--- src/rtl/tlpq_pkg.sv ---
// tlpq_pkg: shared types and constants of the three-level priority queue.
// Used by the interfaces, the controller, the datapath and the top level.
// No dependencies.
`default_nettype none

package tlpq_pkg;

    // Field widths
    localparam int ID_W       = 16;
    localparam int PRIO_W     = 8;
    localparam int STATUS_W   = 2;
    localparam int LEVEL_W    = 2;
    localparam int ENTRY_W    = ID_W + PRIO_W;
    localparam int NUM_LEVELS = 3;

    // Default slots per queue
    localparam int QUEUE_DEPTH_DEF = 64;

    // Command codes
    localparam logic CMD_ENQ = 1'b0;
    localparam logic CMD_DEQ = 1'b1;

    // Result status codes
    localparam logic [STATUS_W-1:0] ST_ENQUEUED = 2'd0;
    localparam logic [STATUS_W-1:0] ST_FULL     = 2'd1;
    localparam logic [STATUS_W-1:0] ST_DEQUEUED = 2'd2;
    localparam logic [STATUS_W-1:0] ST_EMPTY    = 2'd3;

    // Queue levels
    localparam logic [LEVEL_W-1:0] LVL_ONE   = 2'd0;
    localparam logic [LEVEL_W-1:0] LVL_TWO   = 2'd1;
    localparam logic [LEVEL_W-1:0] LVL_THREE = 2'd2;

    // Priorities that pick the first two queues
    localparam logic [PRIO_W-1:0] PRIO_ONE = 8'd1;
    localparam logic [PRIO_W-1:0] PRIO_TWO = 8'd2;

    // Controller to datapath commands
    typedef struct packed {
        logic load;     // latch the input beat
        logic exec;     // run the queue operation
        logic capture;  // take RAM read data into the result
    } t_dp_cmd;

    // Datapath to controller status
    typedef struct packed {
        logic deq_read; // the operation needs a RAM read
    } t_dp_stat;

endpackage

`default_nettype wire

--- src/rtl/tlpq_ctrl.sv ---
// tlpq_ctrl: sequencer of the queue; one item in flight at a time.
// Depends on tlpq_pkg.
`default_nettype none

module tlpq_ctrl
    import tlpq_pkg::*;
(
    input  wire logic     i_clk,
    input  wire logic     i_rst_n,
    input  wire logic     i_in_valid,
    output logic          o_in_ready,
    output logic          o_out_valid,
    input  wire logic     i_out_ready,
    output t_dp_cmd       o_cmd,
    input  wire t_dp_stat i_stat
);

    localparam logic [1:0] S_IDLE = 2'd0;
    localparam logic [1:0] S_EXEC = 2'd1;
    localparam logic [1:0] S_READ = 2'd2;
    localparam logic [1:0] S_OUT  = 2'd3;

    logic [1:0] r_state;
    logic [1:0] n_state;
    logic       in_fire;

    assign o_in_ready  = (r_state == S_IDLE);
    assign o_out_valid = (r_state == S_OUT);
    assign in_fire     = i_in_valid && o_in_ready;

    // Commands to the datapath
    always_comb begin
        o_cmd.load    = in_fire;
        o_cmd.exec    = (r_state == S_EXEC);
        o_cmd.capture = (r_state == S_READ);
    end

    // Next state
    always_comb begin
        n_state = r_state;
        case (r_state)
            S_IDLE: begin
                if (in_fire) n_state = S_EXEC;
            end
            S_EXEC: begin
                n_state = i_stat.deq_read ? S_READ : S_OUT;
            end
            S_READ: begin
                n_state = S_OUT;
            end
            S_OUT: begin
                if (i_out_ready) n_state = S_IDLE;
            end
            default: begin
                n_state = S_IDLE;
            end
        endcase
    end

    always_ff @(posedge i_clk) begin
        if (!i_rst_n) begin
            r_state <= S_IDLE;
        end else begin
            r_state <= n_state;
        end
    end

endmodule

`default_nettype wire

--- config.mk ---
export PLATFORM = sky130hd
export DESIGN_NAME = tlpq_ctrl
export DESIGN_NICKNAME = d
export VERILOG_FILES = /design/src/rtl/tlpq_pkg.sv /design/src/rtl/tlpq_ctrl.sv
export SDC_FILE = /design/constraint.sdc
export NUM_CORES = 1
export LEC_CHECK = 0
export BUFFER_PORTS_ARGS = -buffer_cell sky130_fd_sc_hd__buf_2
export CAP_MARGIN = 20
export CELL_PAD_IN_SITES_DETAIL_PLACEMENT = 0
export CELL_PAD_IN_SITES_GLOBAL_PLACEMENT = 2
export CORE_AREA = 2 2 39 41
export DETAILED_ROUTE_END_ITERATION = 8
export DIE_AREA = 0 0 41 43
export PLACE_DENSITY_LB_ADDON = 0.1
export SLEW_MARGIN = 15
export SYNTH_ARGS = -nofsm -noshare
export SYNTH_HDL_FRONTEND = slang
export SYNTH_SLANG_ARGS = --single-unit
--- constraint.sdc ---
create_clock -name i_clk -period 1.68 [get_ports i_clk]
set_input_delay 0 -clock i_clk [delete_from_list [all_inputs] [get_ports i_clk]]
set_output_delay 0 -clock i_clk [all_outputs]
set_load 0.01 [all_outputs]
==> qor.yml, run 1 <==
outcome: "finished, final reports clean"
r2r_setup_slack_ps: 320
die_area_um2: 1763
crit_path_end_kind: "register"
critPathRequiredTime_ps: 1830
crit_type: "reg2reg"
synth.top_cells.by_area: "ha_1, dfxtp_1, nor2b_1"
cts_root_buffer: "clkbuf_4"
rsz0062_at_grt: "false"
dp_slack_ps: 315.6
grt_pass1_vias: 184
drv_slew: 0
final_core_utilization_pct: 19.53
vias: 174
yosysSeqAreaShare_pct: 22.86
setup-tns-final_ps: 0
syn_nets: 29
antenna_found_initial: 0
cts_buffers: 3
ys_ff_latch: 2
min_period_ps: 1358
post_cts_buffers: 0
max_freq_mhz: 736.2
critPathLaunchType: "register"
synth_area_um2: 175.2
dp_hpwl_um: 343.6
globalplace.congestion: 0.6597
largest_register: "r_state"
post_drt_via_cell_ratio: 3.551
ant_nets: 0
skew_ps: 0.3277
regArea_um2: 40.04
start_util_pct: 12.66
fin_ws_ps: 321.6
ctsResizeCount: 0
cts_tree: "built"
worstSkewPairLatency_ps: 220
yosys_warnings: 0
fill_cells: 164
multi_input_area_um2: 120.1
fin_area_um2: 270.3
clkSlewWorstSetupHoldPaths_ps: 30
synth_top_area_share_pct: 28.57
post_drt_wl_per_cell_um: 8.306
pin_count: 10
tightest_slew_ps: 257.7
placed_area_um2: 247.7
hold_viol: 0
largest_reg_flops: 2
post-route-period-util_pct: 80.86
setup_viol: 0
grt_max_degree: 5
critPathLaunch: "r_state[0]"
cp_max_fo: 4
syn_inst: 20
dp_cells: 46
postCtsHoldBufs: 0
first_pass_iters: 1
ir_drop_mv: 0.4853
nets: 44
maxCapViolCount: 0
chipWidth_um: 41
drt-initial-drc-count: 0
r2r_cells: 5
clk_path_buf_depth: 2
max_slew_margin_pct: 82.60
finalNonFillerCells: 49
r2r-start: "r_state[0]"
cts.sinks: 2
leakagePower_nw: 0.1402
area_growth_pct: 54.29
core-area_um2: 1384
yosysTopAreaCell: "ha_1"
drt_wl_total_um: 407
reg_top3: "r_state x2"
rows: 14
grt_usage_pct: 6.713
overflow: 0
drive_gt1_share_pct: 42.42
avgSynthCellArea_um2: 8.758
hold_class: "in2reg"
r2r-end: "r_state[0]"
antenna_cells: 0
critPathCapture: "r_state[0]"
arrival_ps: 1510
fp.dieH_um: 43
power_density_nw_per_um2: 1861
io_buffers: 9
h-tree-depth: 1
synth_cell_type_count: 13
drc: 0
grt_pass1_wl_um: 690
-- cells by family after synthesis --
| logic type | synth area share [%] |
|---|---|
| AOI/OAI and AO/OA | 15.00 |
| buffers and inverters | 8.575 |
| DFF | 22.86 |
| adders and majority gates | 28.57 |
| and+or+nand+nor | 25.00 |
-- per-layer routing --
metal	vias up	GRT usage, %	part of all wire, %
met5	-	0	0
met4	0	10.00	0
met1	77	6.070	37
met3	0	3.141	7.1
li1	93	-	-
met2	4	8.438	56
-- worst max-delay path, stage by stage, from the launching register on --
cell and delay (ps):
dfxtp_1 340, inv_1 90, ha_1 210, nor2b_1 140, or3_1 340, a21oi_1 160
-- placed cells by master (no fill, tap or decap) --
cell type,synthesis,routed
clkbuf_4,0,3
and2_1,1,1
nor2b_1,3,3
o41ai_1,1,1
nor2_1,1,1
a21boi_1,1,1
or3_1,1,1
o21ai_0,1,1
inv_1,2,2
a21oi_1,1,1
dfxtp_1,2,2
buf_4,1,2
buf_2,0,9
or3b_1,1,1
ha_1,4,4
-- cell type report --
cell class	instances	share of cell area (%)
multi-input cells	15	44.44
inverters	2	2.778
well taps	16	7.407
repair buffers	11	22.22
clock buffers	3	8.333
flip-flops and latches	2	14.81
-- power by group --
| group | switching (mW) | internal, mW |
|---|---|---|
| clock | 0.0277 | 0.0789 |
| sequential | 0.0181 | 0.0727 |
| combinational | 0.149 | 0.156 |
-- cells in the mapped netlist --
master / instances
or3_1: 1
nor2_1: 1
a21boi_1: 1
and2_1: 1
inv_1: 2
ha_1: 4
buf_4: 1
or3b_1: 1
o21ai_0: 1
dfxtp_1: 2
nor2b_1: 3
a21oi_1: 1
o41ai_1: 1
-- metrics by stage --
stage          hold slack [ps]  power (mW)
2_1_floorplan            122.9      0.2937
3_5_place_dp             258.5      0.4062
5_1_grt                  30.67      0.5703
4_1_cts                  14.32      0.5215
3_3_place_gp             269.9      0.4121
6_report                 27.82      0.5031
-- how the worst min path moves through the flow --
stage / from / to / cells past startpoint
3_5_place_dp: i_rst_n / r_state[0] / 3
4_1_cts: i_rst_n / r_state[0] / 3
6_report: i_rst_n / r_state[0] / 3
2_1_floorplan: i_rst_n / r_state[0] / 2
3_3_place_gp: i_rst_n / r_state[0] / 3
5_1_grt: i_rst_n / r_state[0] / 3
No activity file was read; power rests on OpenSTA's default activity.
==> run 2: changes to the inputs <==
clock period = 1.35 ns   (was 1.68 ns; I/O delays follow)
==> run 2 against run 1 <==
Routed wire length up 6.9%. Sequential power is 35% higher. Non-clock buffer count grew 1. Setup slack lost 230 ps. Maximum frequency rose by 7.7%. Final cell count grew 2.0%. Combinational power is 32% higher. Power up 32%. Flip-flop and latch count stayed put. Critical path depth did not move. First-iteration DRC count up 1. Design area increased by 4.6%. Critical path type unchanged. Largest cell class unchanged.
==> qor.yml, run 2 (synthesis gave the netlist of run 1 again) <==
worstSkewPairLatency_ps: 230
ant_nets: 0
fp.dieH_um: 43
setup-tns-final_ps: 0
hold_ws_ps: 7.427
grt_pass1_wl_um: 696
grt_usage_pct: 7.207
first_pass_iters: 4
largest_register: "r_state"
drv_slew: 0
clkSlewWorstSetupHoldPaths_ps: 30
hold_class: "in2reg"
ir_drop_mv: 0.5254
cts_root_buffer: "clkbuf_4"
placed_area_um2: 257.7
critPathLaunchType: "register"
drive_gt1_share_pct: 52.94
fin_ws_ps: 88.99
die_area_um2: 1763
chipWidth_um: 41
arrival_ps: 1410
hold_end: "r_state[0]"
fin_area_um2: 282.8
overflow: 0
clk_path_buf_depth: 2
post_drt_via_cell_ratio: 3.520
final_core_utilization_pct: 20.43
r2r_setup_slack_ps: 90
r2r-end: "r_state[0]"
globalplace.congestion: 0.6196
grt_max_degree: 5
finalPower_mw: 0.6619
pin_count: 10
leakagePower_nw: 0.1442
r2r-start: "r_state[0]"
largest_reg_flops: 2
cts_tree: "built"
max_slew_margin_pct: 82.60
critPathRequiredTime_ps: 1500
area_growth_pct: 61.43
hp-start: "i_rst_n"
finalNonFillerCells: 50
crit_type: "reg2reg"
reg_top3: "r_state x2"
min_period_ps: 1261
cp_max_fo: 3
h-tree-depth: 1
drt-initial-drc-count: 1
cts_buffers: 3
post_drt_wl_per_cell_um: 8.700
antenna_cells: 0
skew_ps: 5.970
drc: 0
max_freq_mhz: 793.0
ctsResizeCount: 0
rows: 14
grt_pass1_vias: 178
maxCapViolCount: 0
start_util_pct: 12.66
outcome: "finished, final reports clean"
core-area_um2: 1384
rsz0062_at_grt: "false"
setup_viol: 0
holdPathStages: 3
antenna_found_initial: 0
tightest_slew_ps: 257.6
nets: 45
post_cts_buffers: 0
dp_slack_ps: 64.51
vias: 176
power_density_nw_per_um2: 2341
mostFrequentLayoutCells: "buf_2, nor2b_1, ha_1, clkbuf_4, buf_4"
io_buffers: 9
dp_hpwl_um: 343.3
crit_path_end_kind: "register"
final_common_cell: "buf_2"
dp_cells: 47
r2r_cells: 5
hold_viol: 0
cts.sinks: 2
postCtsHoldBufs: 0
drt_wl_total_um: 435
post-route-period-util_pct: 93.41
[run 2: metal layers]
layer	up-vias	GRT usage [%]	share of wire [%]
met2	8	6.563	41
met3	2	3.665	11
met5	-	0	0
li1	95	-	-
met4	0	14.00	4.4
met1	71	7.325	43
[run 2: worst max-delay path: stages (launching register included)]
cell and delay [ps]:
dfxtp_2 330, inv_1 50, ha_2 170, nor2b_1 140, or3_1 340, a21oi_1 140
[run 2: worst max-delay path by stage]
stage / start / slack [ps] / endpoint
floorplan: r_state[0] / 60 / r_state[0]
global placement: r_state[1] / 20 / r_state[0]
detailed placement: r_state[0] / 60 / r_state[1]
CTS: r_state[0] / 40 / r_state[0]
global route: r_state[0] / 10 / r_state[1]
finish: r_state[0] / 90 / r_state[0]
[run 2: report_power, final]
part	leakage [nW]	internal, mW	switching [mW]	total, mW
Clock	0.0138	0.0983	0.0359	0.134
Combinational	0.113	0.217	0.188	0.404
Sequential	0.0172	0.0972	0.0261	0.123
[run 2: cell type report]
cell class                      instances  area [um2]
Multi-Input combinational cell         15       122.6
Inverter                                2       7.507
Timing Repair Buffer                   12       67.56
Tap cell                               16       20.02
Sequential cell                         2       42.54
Clock buffer                            3       22.52
Fill cell                             155        1101
