## config.mk

```make
export PLATFORM = sky130hd
export DESIGN_NAME = tlpq_dp
export DESIGN_NICKNAME = d
export VERILOG_FILES = /design/src/rtl/tlpq_pkg.sv /design/src/rtl/tlpq_ram.sv /design/src/rtl/tlpq_dp.sv
export SDC_FILE = /design/constraint.sdc
export NUM_CORES = 2
export LEC_CHECK = 0
export CAP_MARGIN = 20
export CORE_ASPECT_RATIO = 1.75
export CORE_UTILIZATION = 40
export DETAILED_ROUTE_END_ITERATION = 10
export DONT_BUFFER_PORTS = 1
export MAX_ROUTING_LAYER = met4
export PLACE_DENSITY = 0.54
export SLEW_MARGIN = 20
export SYNTH_ARGS = -nofsm -noshare
export SYNTH_HDL_FRONTEND = slang
export SYNTH_HIERARCHICAL = 1
export SYNTH_MEMORY_MAX_BITS = 65536
export SYNTH_SLANG_ARGS = --single-unit
```

## constraint.sdc

```tcl
create_clock -name i_clk -period 22.1 [get_ports i_clk]
set_input_delay 2.21 -clock i_clk [delete_from_list [all_inputs] [get_ports i_clk]]
set_output_delay 2.21 -clock i_clk [all_outputs]
set_load 0.05 [all_outputs]
```

## src/rtl/tlpq_pkg.sv

```systemverilog
// tlpq_pkg: shared types and constants of the three-level priority queue.
// Used by the interfaces, the controller, the datapath and the top level.
// No dependencies.
`default_nettype none

package tlpq_pkg;

    // Field widths
    localparam int ID_W       = 16;
    localparam int PRIO_W     = 8;
    localparam int STATUS_W   = 2;
    localparam int LEVEL_W    = 2;
    localparam int ENTRY_W    = ID_W + PRIO_W;
    localparam int NUM_LEVELS = 3;

    // Default slots per queue
    localparam int QUEUE_DEPTH_DEF = 64;

    // Command codes
    localparam logic CMD_ENQ = 1'b0;
    localparam logic CMD_DEQ = 1'b1;

    // Result status codes
    localparam logic [STATUS_W-1:0] ST_ENQUEUED = 2'd0;
    localparam logic [STATUS_W-1:0] ST_FULL     = 2'd1;
    localparam logic [STATUS_W-1:0] ST_DEQUEUED = 2'd2;
    localparam logic [STATUS_W-1:0] ST_EMPTY    = 2'd3;

    // Queue levels
    localparam logic [LEVEL_W-1:0] LVL_ONE   = 2'd0;
    localparam logic [LEVEL_W-1:0] LVL_TWO   = 2'd1;
    localparam logic [LEVEL_W-1:0] LVL_THREE = 2'd2;

    // Priorities that pick the first two queues
    localparam logic [PRIO_W-1:0] PRIO_ONE = 8'd1;
    localparam logic [PRIO_W-1:0] PRIO_TWO = 8'd2;

    // Controller to datapath commands
    typedef struct packed {
        logic load;     // latch the input beat
        logic exec;     // run the queue operation
        logic capture;  // take RAM read data into the result
    } t_dp_cmd;

    // Datapath to controller status
    typedef struct packed {
        logic deq_read; // the operation needs a RAM read
    } t_dp_stat;

endpackage

`default_nettype wire

```

## src/rtl/tlpq_ram.sv

```systemverilog
// tlpq_ram: generic simple dual-port RAM, one write and one registered read port.
// No dependencies.
`default_nettype none

module tlpq_ram #(
    parameter int WIDTH = 8,
    parameter int DEPTH = 16
) (
    input  wire logic                     i_clk,
    input  wire logic                     i_wr_en,
    input  wire logic [$clog2(DEPTH)-1:0] i_wr_addr,
    input  wire logic [WIDTH-1:0]         i_wr_data,
    input  wire logic                     i_rd_en,
    input  wire logic [$clog2(DEPTH)-1:0] i_rd_addr,
    output logic      [WIDTH-1:0]         o_rd_data
);

    logic [WIDTH-1:0] r_mem [DEPTH];

    // Write port
    always_ff @(posedge i_clk) begin
        if (i_wr_en) begin
            r_mem[i_wr_addr] <= i_wr_data;
        end
    end

    // Registered read port
    always_ff @(posedge i_clk) begin
        if (i_rd_en) begin
            o_rd_data <= r_mem[i_rd_addr];
        end
    end

endmodule

`default_nettype wire

```

## src/rtl/tlpq_dp.sv

```systemverilog
// tlpq_dp: queue datapath: item register, per-queue indices, entry RAM, result register.
// Depends on tlpq_pkg and tlpq_ram.
`default_nettype none

module tlpq_dp
    import tlpq_pkg::*;
#(
    parameter int QUEUE_DEPTH = QUEUE_DEPTH_DEF
) (
    input  wire logic              i_clk,
    input  wire logic              i_rst_n,
    input  wire t_dp_cmd           i_cmd,
    output t_dp_stat               o_stat,
    input  wire logic              i_command,
    input  wire logic [ID_W-1:0]   i_in_id,
    input  wire logic [PRIO_W-1:0] i_in_priority,
    output logic [STATUS_W-1:0]    o_status,
    output logic [ID_W-1:0]        o_out_id,
    output logic [PRIO_W-1:0]      o_out_priority,
    output logic [LEVEL_W-1:0]     o_out_level
);

    localparam int IW        = (QUEUE_DEPTH > 1) ? $clog2(QUEUE_DEPTH) : 1;
    localparam int RAM_DEPTH = NUM_LEVELS * QUEUE_DEPTH;
    localparam int AW        = $clog2(RAM_DEPTH);
    localparam logic [IW-1:0] IDX_LAST = IW'(QUEUE_DEPTH - 1);
    localparam logic [AW-1:0] BASE_TWO   = AW'(QUEUE_DEPTH);
    localparam logic [AW-1:0] BASE_THREE = AW'(2 * QUEUE_DEPTH);

    // Latched item
    logic              r_command;
    logic [ID_W-1:0]   r_id;
    logic [PRIO_W-1:0] r_prio;

    // Queue indices
    logic [IW-1:0]         r_head [NUM_LEVELS];
    logic [IW-1:0]         r_tail [NUM_LEVELS];
    logic [NUM_LEVELS-1:0] r_nonempty;
    logic [IW-1:0]         n_head [NUM_LEVELS];
    logic [IW-1:0]         n_tail [NUM_LEVELS];
    logic [NUM_LEVELS-1:0] n_nonempty;

    // Result register
    logic [STATUS_W-1:0] r_status;
    logic [ID_W-1:0]     r_out_id;
    logic [PRIO_W-1:0]   r_out_prio;
    logic [LEVEL_W-1:0]  r_out_level;

    logic [LEVEL_W-1:0] enq_lvl;
    logic [LEVEL_W-1:0] deq_lvl;
    logic [LEVEL_W-1:0] sel_lvl;
    logic [IW-1:0]      sel_head;
    logic [IW-1:0]      sel_tail;
    logic               sel_ne;
    logic [IW-1:0]      slot_idx;
    logic [AW-1:0]      base_addr;
    logic [AW-1:0]      ram_addr;
    logic               wr_en;
    logic               rd_en;
    logic [ENTRY_W-1:0] rd_data;
    logic [STATUS_W-1:0] exec_status;
    logic               is_deq;
    logic               any_ne;

    // Item register
    always_ff @(posedge i_clk) begin
        if (i_cmd.load) begin
            r_command <= i_command;
            r_id      <= i_in_id;
            r_prio    <= i_in_priority;
        end
    end

    // Queue selection
    assign is_deq = (r_command == CMD_DEQ);
    assign any_ne = |r_nonempty;

    always_comb begin
        if (r_prio == PRIO_ONE) begin
            enq_lvl = LVL_ONE;
        end else if (r_prio == PRIO_TWO) begin
            enq_lvl = LVL_TWO;
        end else begin
            enq_lvl = LVL_THREE;
        end
        if (r_nonempty[0]) begin
            deq_lvl = LVL_ONE;
        end else if (r_nonempty[1]) begin
            deq_lvl = LVL_TWO;
        end else begin
            deq_lvl = LVL_THREE;
        end
    end

    assign sel_lvl  = is_deq ? deq_lvl : enq_lvl;
    assign sel_head = r_head[sel_lvl];
    assign sel_tail = r_tail[sel_lvl];
    assign sel_ne   = r_nonempty[sel_lvl];

    assign o_stat.deq_read = is_deq && any_ne;

    // Operation: index updates, RAM slot and status
    always_comb begin
        n_head      = r_head;
        n_tail      = r_tail;
        n_nonempty  = r_nonempty;
        wr_en       = 1'b0;
        rd_en       = 1'b0;
        slot_idx    = '0;
        exec_status = ST_ENQUEUED;
        if (i_cmd.exec) begin
            if (!is_deq) begin
                if (!sel_ne) begin
                    // empty queue: restart at slot zero
                    n_head[sel_lvl]     = '0;
                    n_tail[sel_lvl]     = '0;
                    n_nonempty[sel_lvl] = 1'b1;
                    wr_en               = 1'b1;
                    slot_idx            = '0;
                end else if (sel_tail == IDX_LAST) begin
                    exec_status = ST_FULL;
                end else begin
                    n_tail[sel_lvl] = sel_tail + 1'b1;
                    wr_en           = 1'b1;
                    slot_idx        = sel_tail + 1'b1;
                end
            end else if (!any_ne) begin
                exec_status = ST_EMPTY;
            end else begin
                exec_status = ST_DEQUEUED;
                rd_en       = 1'b1;
                slot_idx    = sel_head;
                if (sel_head >= sel_tail) begin
                    // last job gone: queue drains and rewinds
                    n_head[sel_lvl]     = '0;
                    n_tail[sel_lvl]     = '0;
                    n_nonempty[sel_lvl] = 1'b0;
                end else begin
                    n_head[sel_lvl] = sel_head + 1'b1;
                end
            end
        end
    end

    // RAM address: queue base plus slot
    always_comb begin
        case (sel_lvl)
            LVL_ONE:   base_addr = '0;
            LVL_TWO:   base_addr = BASE_TWO;
            default:   base_addr = BASE_THREE;
        endcase
    end
    assign ram_addr = base_addr + AW'(slot_idx);

    tlpq_ram #(
        .WIDTH (ENTRY_W),
        .DEPTH (RAM_DEPTH)
    ) u_ram (
        .i_clk     (i_clk),
        .i_wr_en   (wr_en),
        .i_wr_addr (ram_addr),
        .i_wr_data ({r_id, r_prio}),
        .i_rd_en   (rd_en),
        .i_rd_addr (ram_addr),
        .o_rd_data (rd_data)
    );

    // Index state
    always_ff @(posedge i_clk) begin
        if (!i_rst_n) begin
            for (int l = 0; l < NUM_LEVELS; l++) begin
                r_head[l] <= '0;
                r_tail[l] <= '0;
            end
            r_nonempty <= '0;
        end else begin
            r_head     <= n_head;
            r_tail     <= n_tail;
            r_nonempty <= n_nonempty;
        end
    end

    // Result register
    always_ff @(posedge i_clk) begin
        if (i_cmd.exec) begin
            r_status    <= exec_status;
            r_out_id    <= '0;
            r_out_prio  <= '0;
            r_out_level <= (is_deq && !any_ne) ? LVL_ONE : sel_lvl;
        end else if (i_cmd.capture) begin
            r_out_id   <= rd_data[ENTRY_W-1:PRIO_W];
            r_out_prio <= rd_data[PRIO_W-1:0];
        end
    end

    assign o_status       = r_status;
    assign o_out_id       = r_out_id;
    assign o_out_priority = r_out_prio;
    assign o_out_level    = r_out_level;

endmodule

`default_nettype wire
```

==> flow_summary_export.csv <==
group,metric,value,unit
clocking,ctsResizeCount,0,
die,die_height,893,um
yosys,synth_mux_area_frac,0.161,
worst_setup_path,r2r.worst_path.cells,22,
routing,avgRoutedWirePerCell,37.5,um
worst_setup_path,arrival,11.33,ns
clocking,clock-sinks,4724,
yosys,synth_area_leaders,"edfxtp_1, mux4_2, mux2i_1",
timing,slew_headroom,0.118,
worst_hold_path,hold_path_depth,2,
cells_and_area,fin_nets,8583,
yosys,synthDominantCellAreaShare,0.772,
routing,dr.pass1.iters,7,
routing,viasPerCell,5.94,
worst_setup_path,cp_max_fo,87,
cells_and_area,post_route_cells_drive_above_1_share,0.286,
yosys,synth-compound-area-share,0.0261,
global_routing,track_usage,0.250,
placed_design,post_dp_cell_area,191000,um^2
timing,period_share,0.481,
worst_setup_path,r2r_slack,11.47,ns
yosys,synth_top_family_by_area,"multiplexers",
global_routing,grt-ovfl-total,0,
clocking,cts_buffers,424,
worst_setup_path,setup.worst_path.start,"r_prio[4]",
yosys,syn_avg_cell_area,22.3,um^2
clocking,cts_hold_buf,0,
worst_setup_path,crit_type,"flip-flop to flip-flop",
cells_and_area,fin_cells,14900,
timing,slew_viol_final,0,
worst_setup_path,critPathSlowestCell,"buf_4",
timing,clock.fmax,94.0,MHz
die,boundaryPins,59,
worst_hold_path,hp-class,"flip-flop to flip-flop",
clocking,htreeDepth,5,
die,fp.coreArea,451000,um^2
worst_setup_path,rr_endpoint,"u_ram/o_rd_data[9]",
die,rows,326,
routing,drt_iter0_markers,10100,
pwr,p_seq_frac,0.565,
pwr,clockPowerShare,0.416,
yosys,syn_area,181000,um^2
flow_run,maxCapViolCount,0,
placed_design,placed_cells,14000,
worst_setup_path,rr_startpoint,"r_prio[4]",
yosys,synthCells,8141,
global_routing,grt_pass1_vias,91100,
worst_setup_path,critPathBufInv,7,
timing,final_hold_viol_count,0,
yosys,ys_seq_area_frac,0.779,
cells_and_area,area_delta_synth_final,13.1,%
yosys,synth_ff_type,"edfxtp_1",
clocking,cts_tree,"built",
pwr,swShare,0.207,
placed_design,place_congestion,0.861,
outcome,status,"finished clean",
yosys,ys_ff_latch,4724,
worst_setup_path,crit_path_start_kind,"flip-flop",
yosys,synthDistinctLibCells,88,
die,initial_core_util,0.402,
clocking,postCtsSetupBuffers,0,
pwr,p_total,17.6,mW
routing,drtAntennaViolNets,0,
clocking,cts_buffer_depth,4,
yosys,synth_fa_ha_area_frac,0.000552,
timing,rsz0062_at_grt,"no",
global_routing,grt_pass1_wl,765000,um
global_routing,grt_max_degree,181,
worst_setup_path,critical_path.top_delay_family,"buffers and inverters",
yosys,synth_xor_xnor_area_share,0.000386,
pwr,p_int,14.0,mW
pwr,switchingPower,3.65,mW
clocking,clock_latency,1.00,ns
die,die_area,456000,um^2
worst_setup_path,crit_top_cell,"buf_4",
timing,fin_crit,10.63,ns
worst_hold_path,hold_end,"r_head[1]",
worst_hold_path,min_from,"r_head[1]",
yosys,postSynth.asyncResetShare,0,
cells_and_area,stdcell_area,205000,um^2
timing,fin_worst_skew,0.101,ns
yosys,synthSimpleGateAreaFrac,0.0208,
timing,setup_tns,0,ns
pwr,pwr-share-comb,0.020,
die,die_w,511,um
clocking,clk_pin_slew,0.07,ns
yosys,synth_edf_count,4661,
routing,drc,0,
yosys,syn_nets,8179,
yosys,synth_largest_area_cell,"edfxtp_1",
routing,num_vias,88600,
routing,drt_wl_total,559000,um
clocking,cts-root-buf,"clkbuf_16",
pwr,ir_drop,65.3,uV
worst_setup_path,critPathCaptureType,"flip-flop",
yosys,yosys_warnings,6,
worst_setup_path,worstPathRequired,22.79,ns
pwr,power_density,85.8,nW/um^2
global_routing,grt_antenna_before_repair,54,
timing,final-setup-viol-count,0,
pwr,power.leakage,60.9,nW
worst_setup_path,cp_cell_sequence,"buf_4 -> or4_4 -> o31ai_4 -> inv_2 -> and3_1 -> or2_2 -> ha_1 -> nand3b_1 -> or2_1 -> nand3_1 -> o22ai_4 -> buf_12 -> buf_4 -> buf_12 -> buf_4 -> mux4_2 -> a22o_1 -> o21ai_0 -> o21ai_1 -> buf_4 -> a211oi_1 -> o211ai_1",
placed_design,io_buffers,0,
worst_setup_path,slowest_delay,0.76,ns
timing,worst_slew_pin_slew,1.32,ns
placed_design,place_hpwl,342000,um
per-layer routing:
layer  track usage  vias to the layer above  part of all wire
met1         0.276                    48900              0.35
met2         0.443                     3395              0.53
met3        0.0299                      849             0.055
li1              -                    35500                 -
met5             -                        -                 0
met4         0.133                        0             0.063
flip-flops by register name (all words and copies together), names as in the netlist, named ones only:
| signal | flops |
|---|---|
| u_ram/r_mem | 4608 |
| u_ram/o_rd_data | 24 |
| r_head | 18 |
| r_tail | 18 |
| o_out_id | 16 |
| r_id | 16 |
| o_out_priority | 8 |
| r_prio | 8 |
| o_out_level | 2 |
| o_status | 2 |
| is_deq | 1 |
cell usage after synthesis (all sizes together) (54+ instances only):
cell / n
o221ai: 72
nand3: 91
o22ai: 54
a21oi: 139
a22oi: 97
nand2: 243
buf: 239
a211oi: 55
dfxtp: 63
clkbuf: 225
nor2: 275
mux4: 1170
edfxtp: 4661
mux2i: 261
worst reg2reg max path: stages (launching register included):
cell      delay (ns)
edfxtp_1        0.37
buf_4           0.27
or4_4           0.66
o31ai_4         0.72
inv_2           0.54
and3_1          0.39
or2_2           0.35
ha_1            0.26
nand3b_1        0.16
or2_1           0.25
nand3_1         0.36
o22ai_4         0.58
buf_12          0.55
buf_4           1.04
buf_12          0.68
buf_4           0.85
mux4_2          0.62
a22o_1          0.24
o21ai_0         0.17
o21ai_1         0.41
buf_4           0.30
a211oi_1        0.43
o211ai_1        0.15
layout by cell type, fill, tap and decap left out, types with 42 or more instances in the layout:
cell type and instances:
a21oi_1 124, edfxtp_1 4661, mux2i_1 256, nand3_1 87, a22oi_1 97, o221ai_1 72, nor2_1 76, dfxtp_1 63
clkbuf_1 85, buf_4 400, nor2_4 42, clkbuf_16 428, clkinv_2 85, a22o_1 46, mux4_2 1170, o22ai_1 49
clkinv_1 104, diode_2 108, nor2_2 157, nand2_1 238
power by group through the flow:
stage | Combinational, mW | Clock, mW | Sequential (mW)
3_3_place_gp | 0.332 | 0 | 10.1
5_1_grt | 0.367 | 7.73 | 9.93
4_1_cts | 0.350 | 7.45 | 9.94
6_report | 0.345 | 7.32 | 9.94
3_5_place_dp | 0.351 | 0 | 10.1
2_1_floorplan | 0.0759 | 0 | 10.3
cell families after synthesis:
| logic type | after synthesis |
|---|---|
| flip-flops | 4724 |
| adder cells (fa/ha/maj) | 8 |
| AO/OA/AOI/OAI | 651 |
| buffers and inverters | 485 |
| XOR/XNOR | 8 |
| AND/OR/NAND/NOR | 819 |
| multiplexers | 1446 |
worst max path at each step:
stage | end | slack (ns) | depth (start not counted)
2_1_floorplan | u_ram/o_rd_data[1] | 14.33 | 22
5_1_grt | u_ram/o_rd_data[22] | 10.94 | 19
6_report | u_ram/o_rd_data[9] | 11.47 | 22
3_3_place_gp | u_ram/o_rd_data[5] | 10.76 | 20
3_5_place_dp | u_ram/o_rd_data[13] | 11.11 | 19
4_1_cts | u_ram/o_rd_data[13] | 11.11 | 19
area by class of cell:
cell class / count / area [um^2]
inverter: 21 / 92.6
sequential: 4724 / 141000
multi-input combinational: 2932 / 39000
timing repair buffer: 442 / 3710
clock buffer: 513 / 11000
tap: 5904 / 7390
clock inverter: 272 / 2400
fill: 37300 / 246000
antenna: 108 / 270
stage by stage:
stage / util / setup WS, ns / hold slack (ns)
finish: 0.455 / 11.47 / 0.470
global placement: 0.423 / 10.76 / 0.456
CTS: 0.454 / 11.11 / 0.472
detailed placement: 0.425 / 11.11 / 0.461
global route: 0.455 / 10.94 / 0.499
floorplan: - / 14.33 / 0.432
No activity file was read; power rests on OpenSTA's default activity.
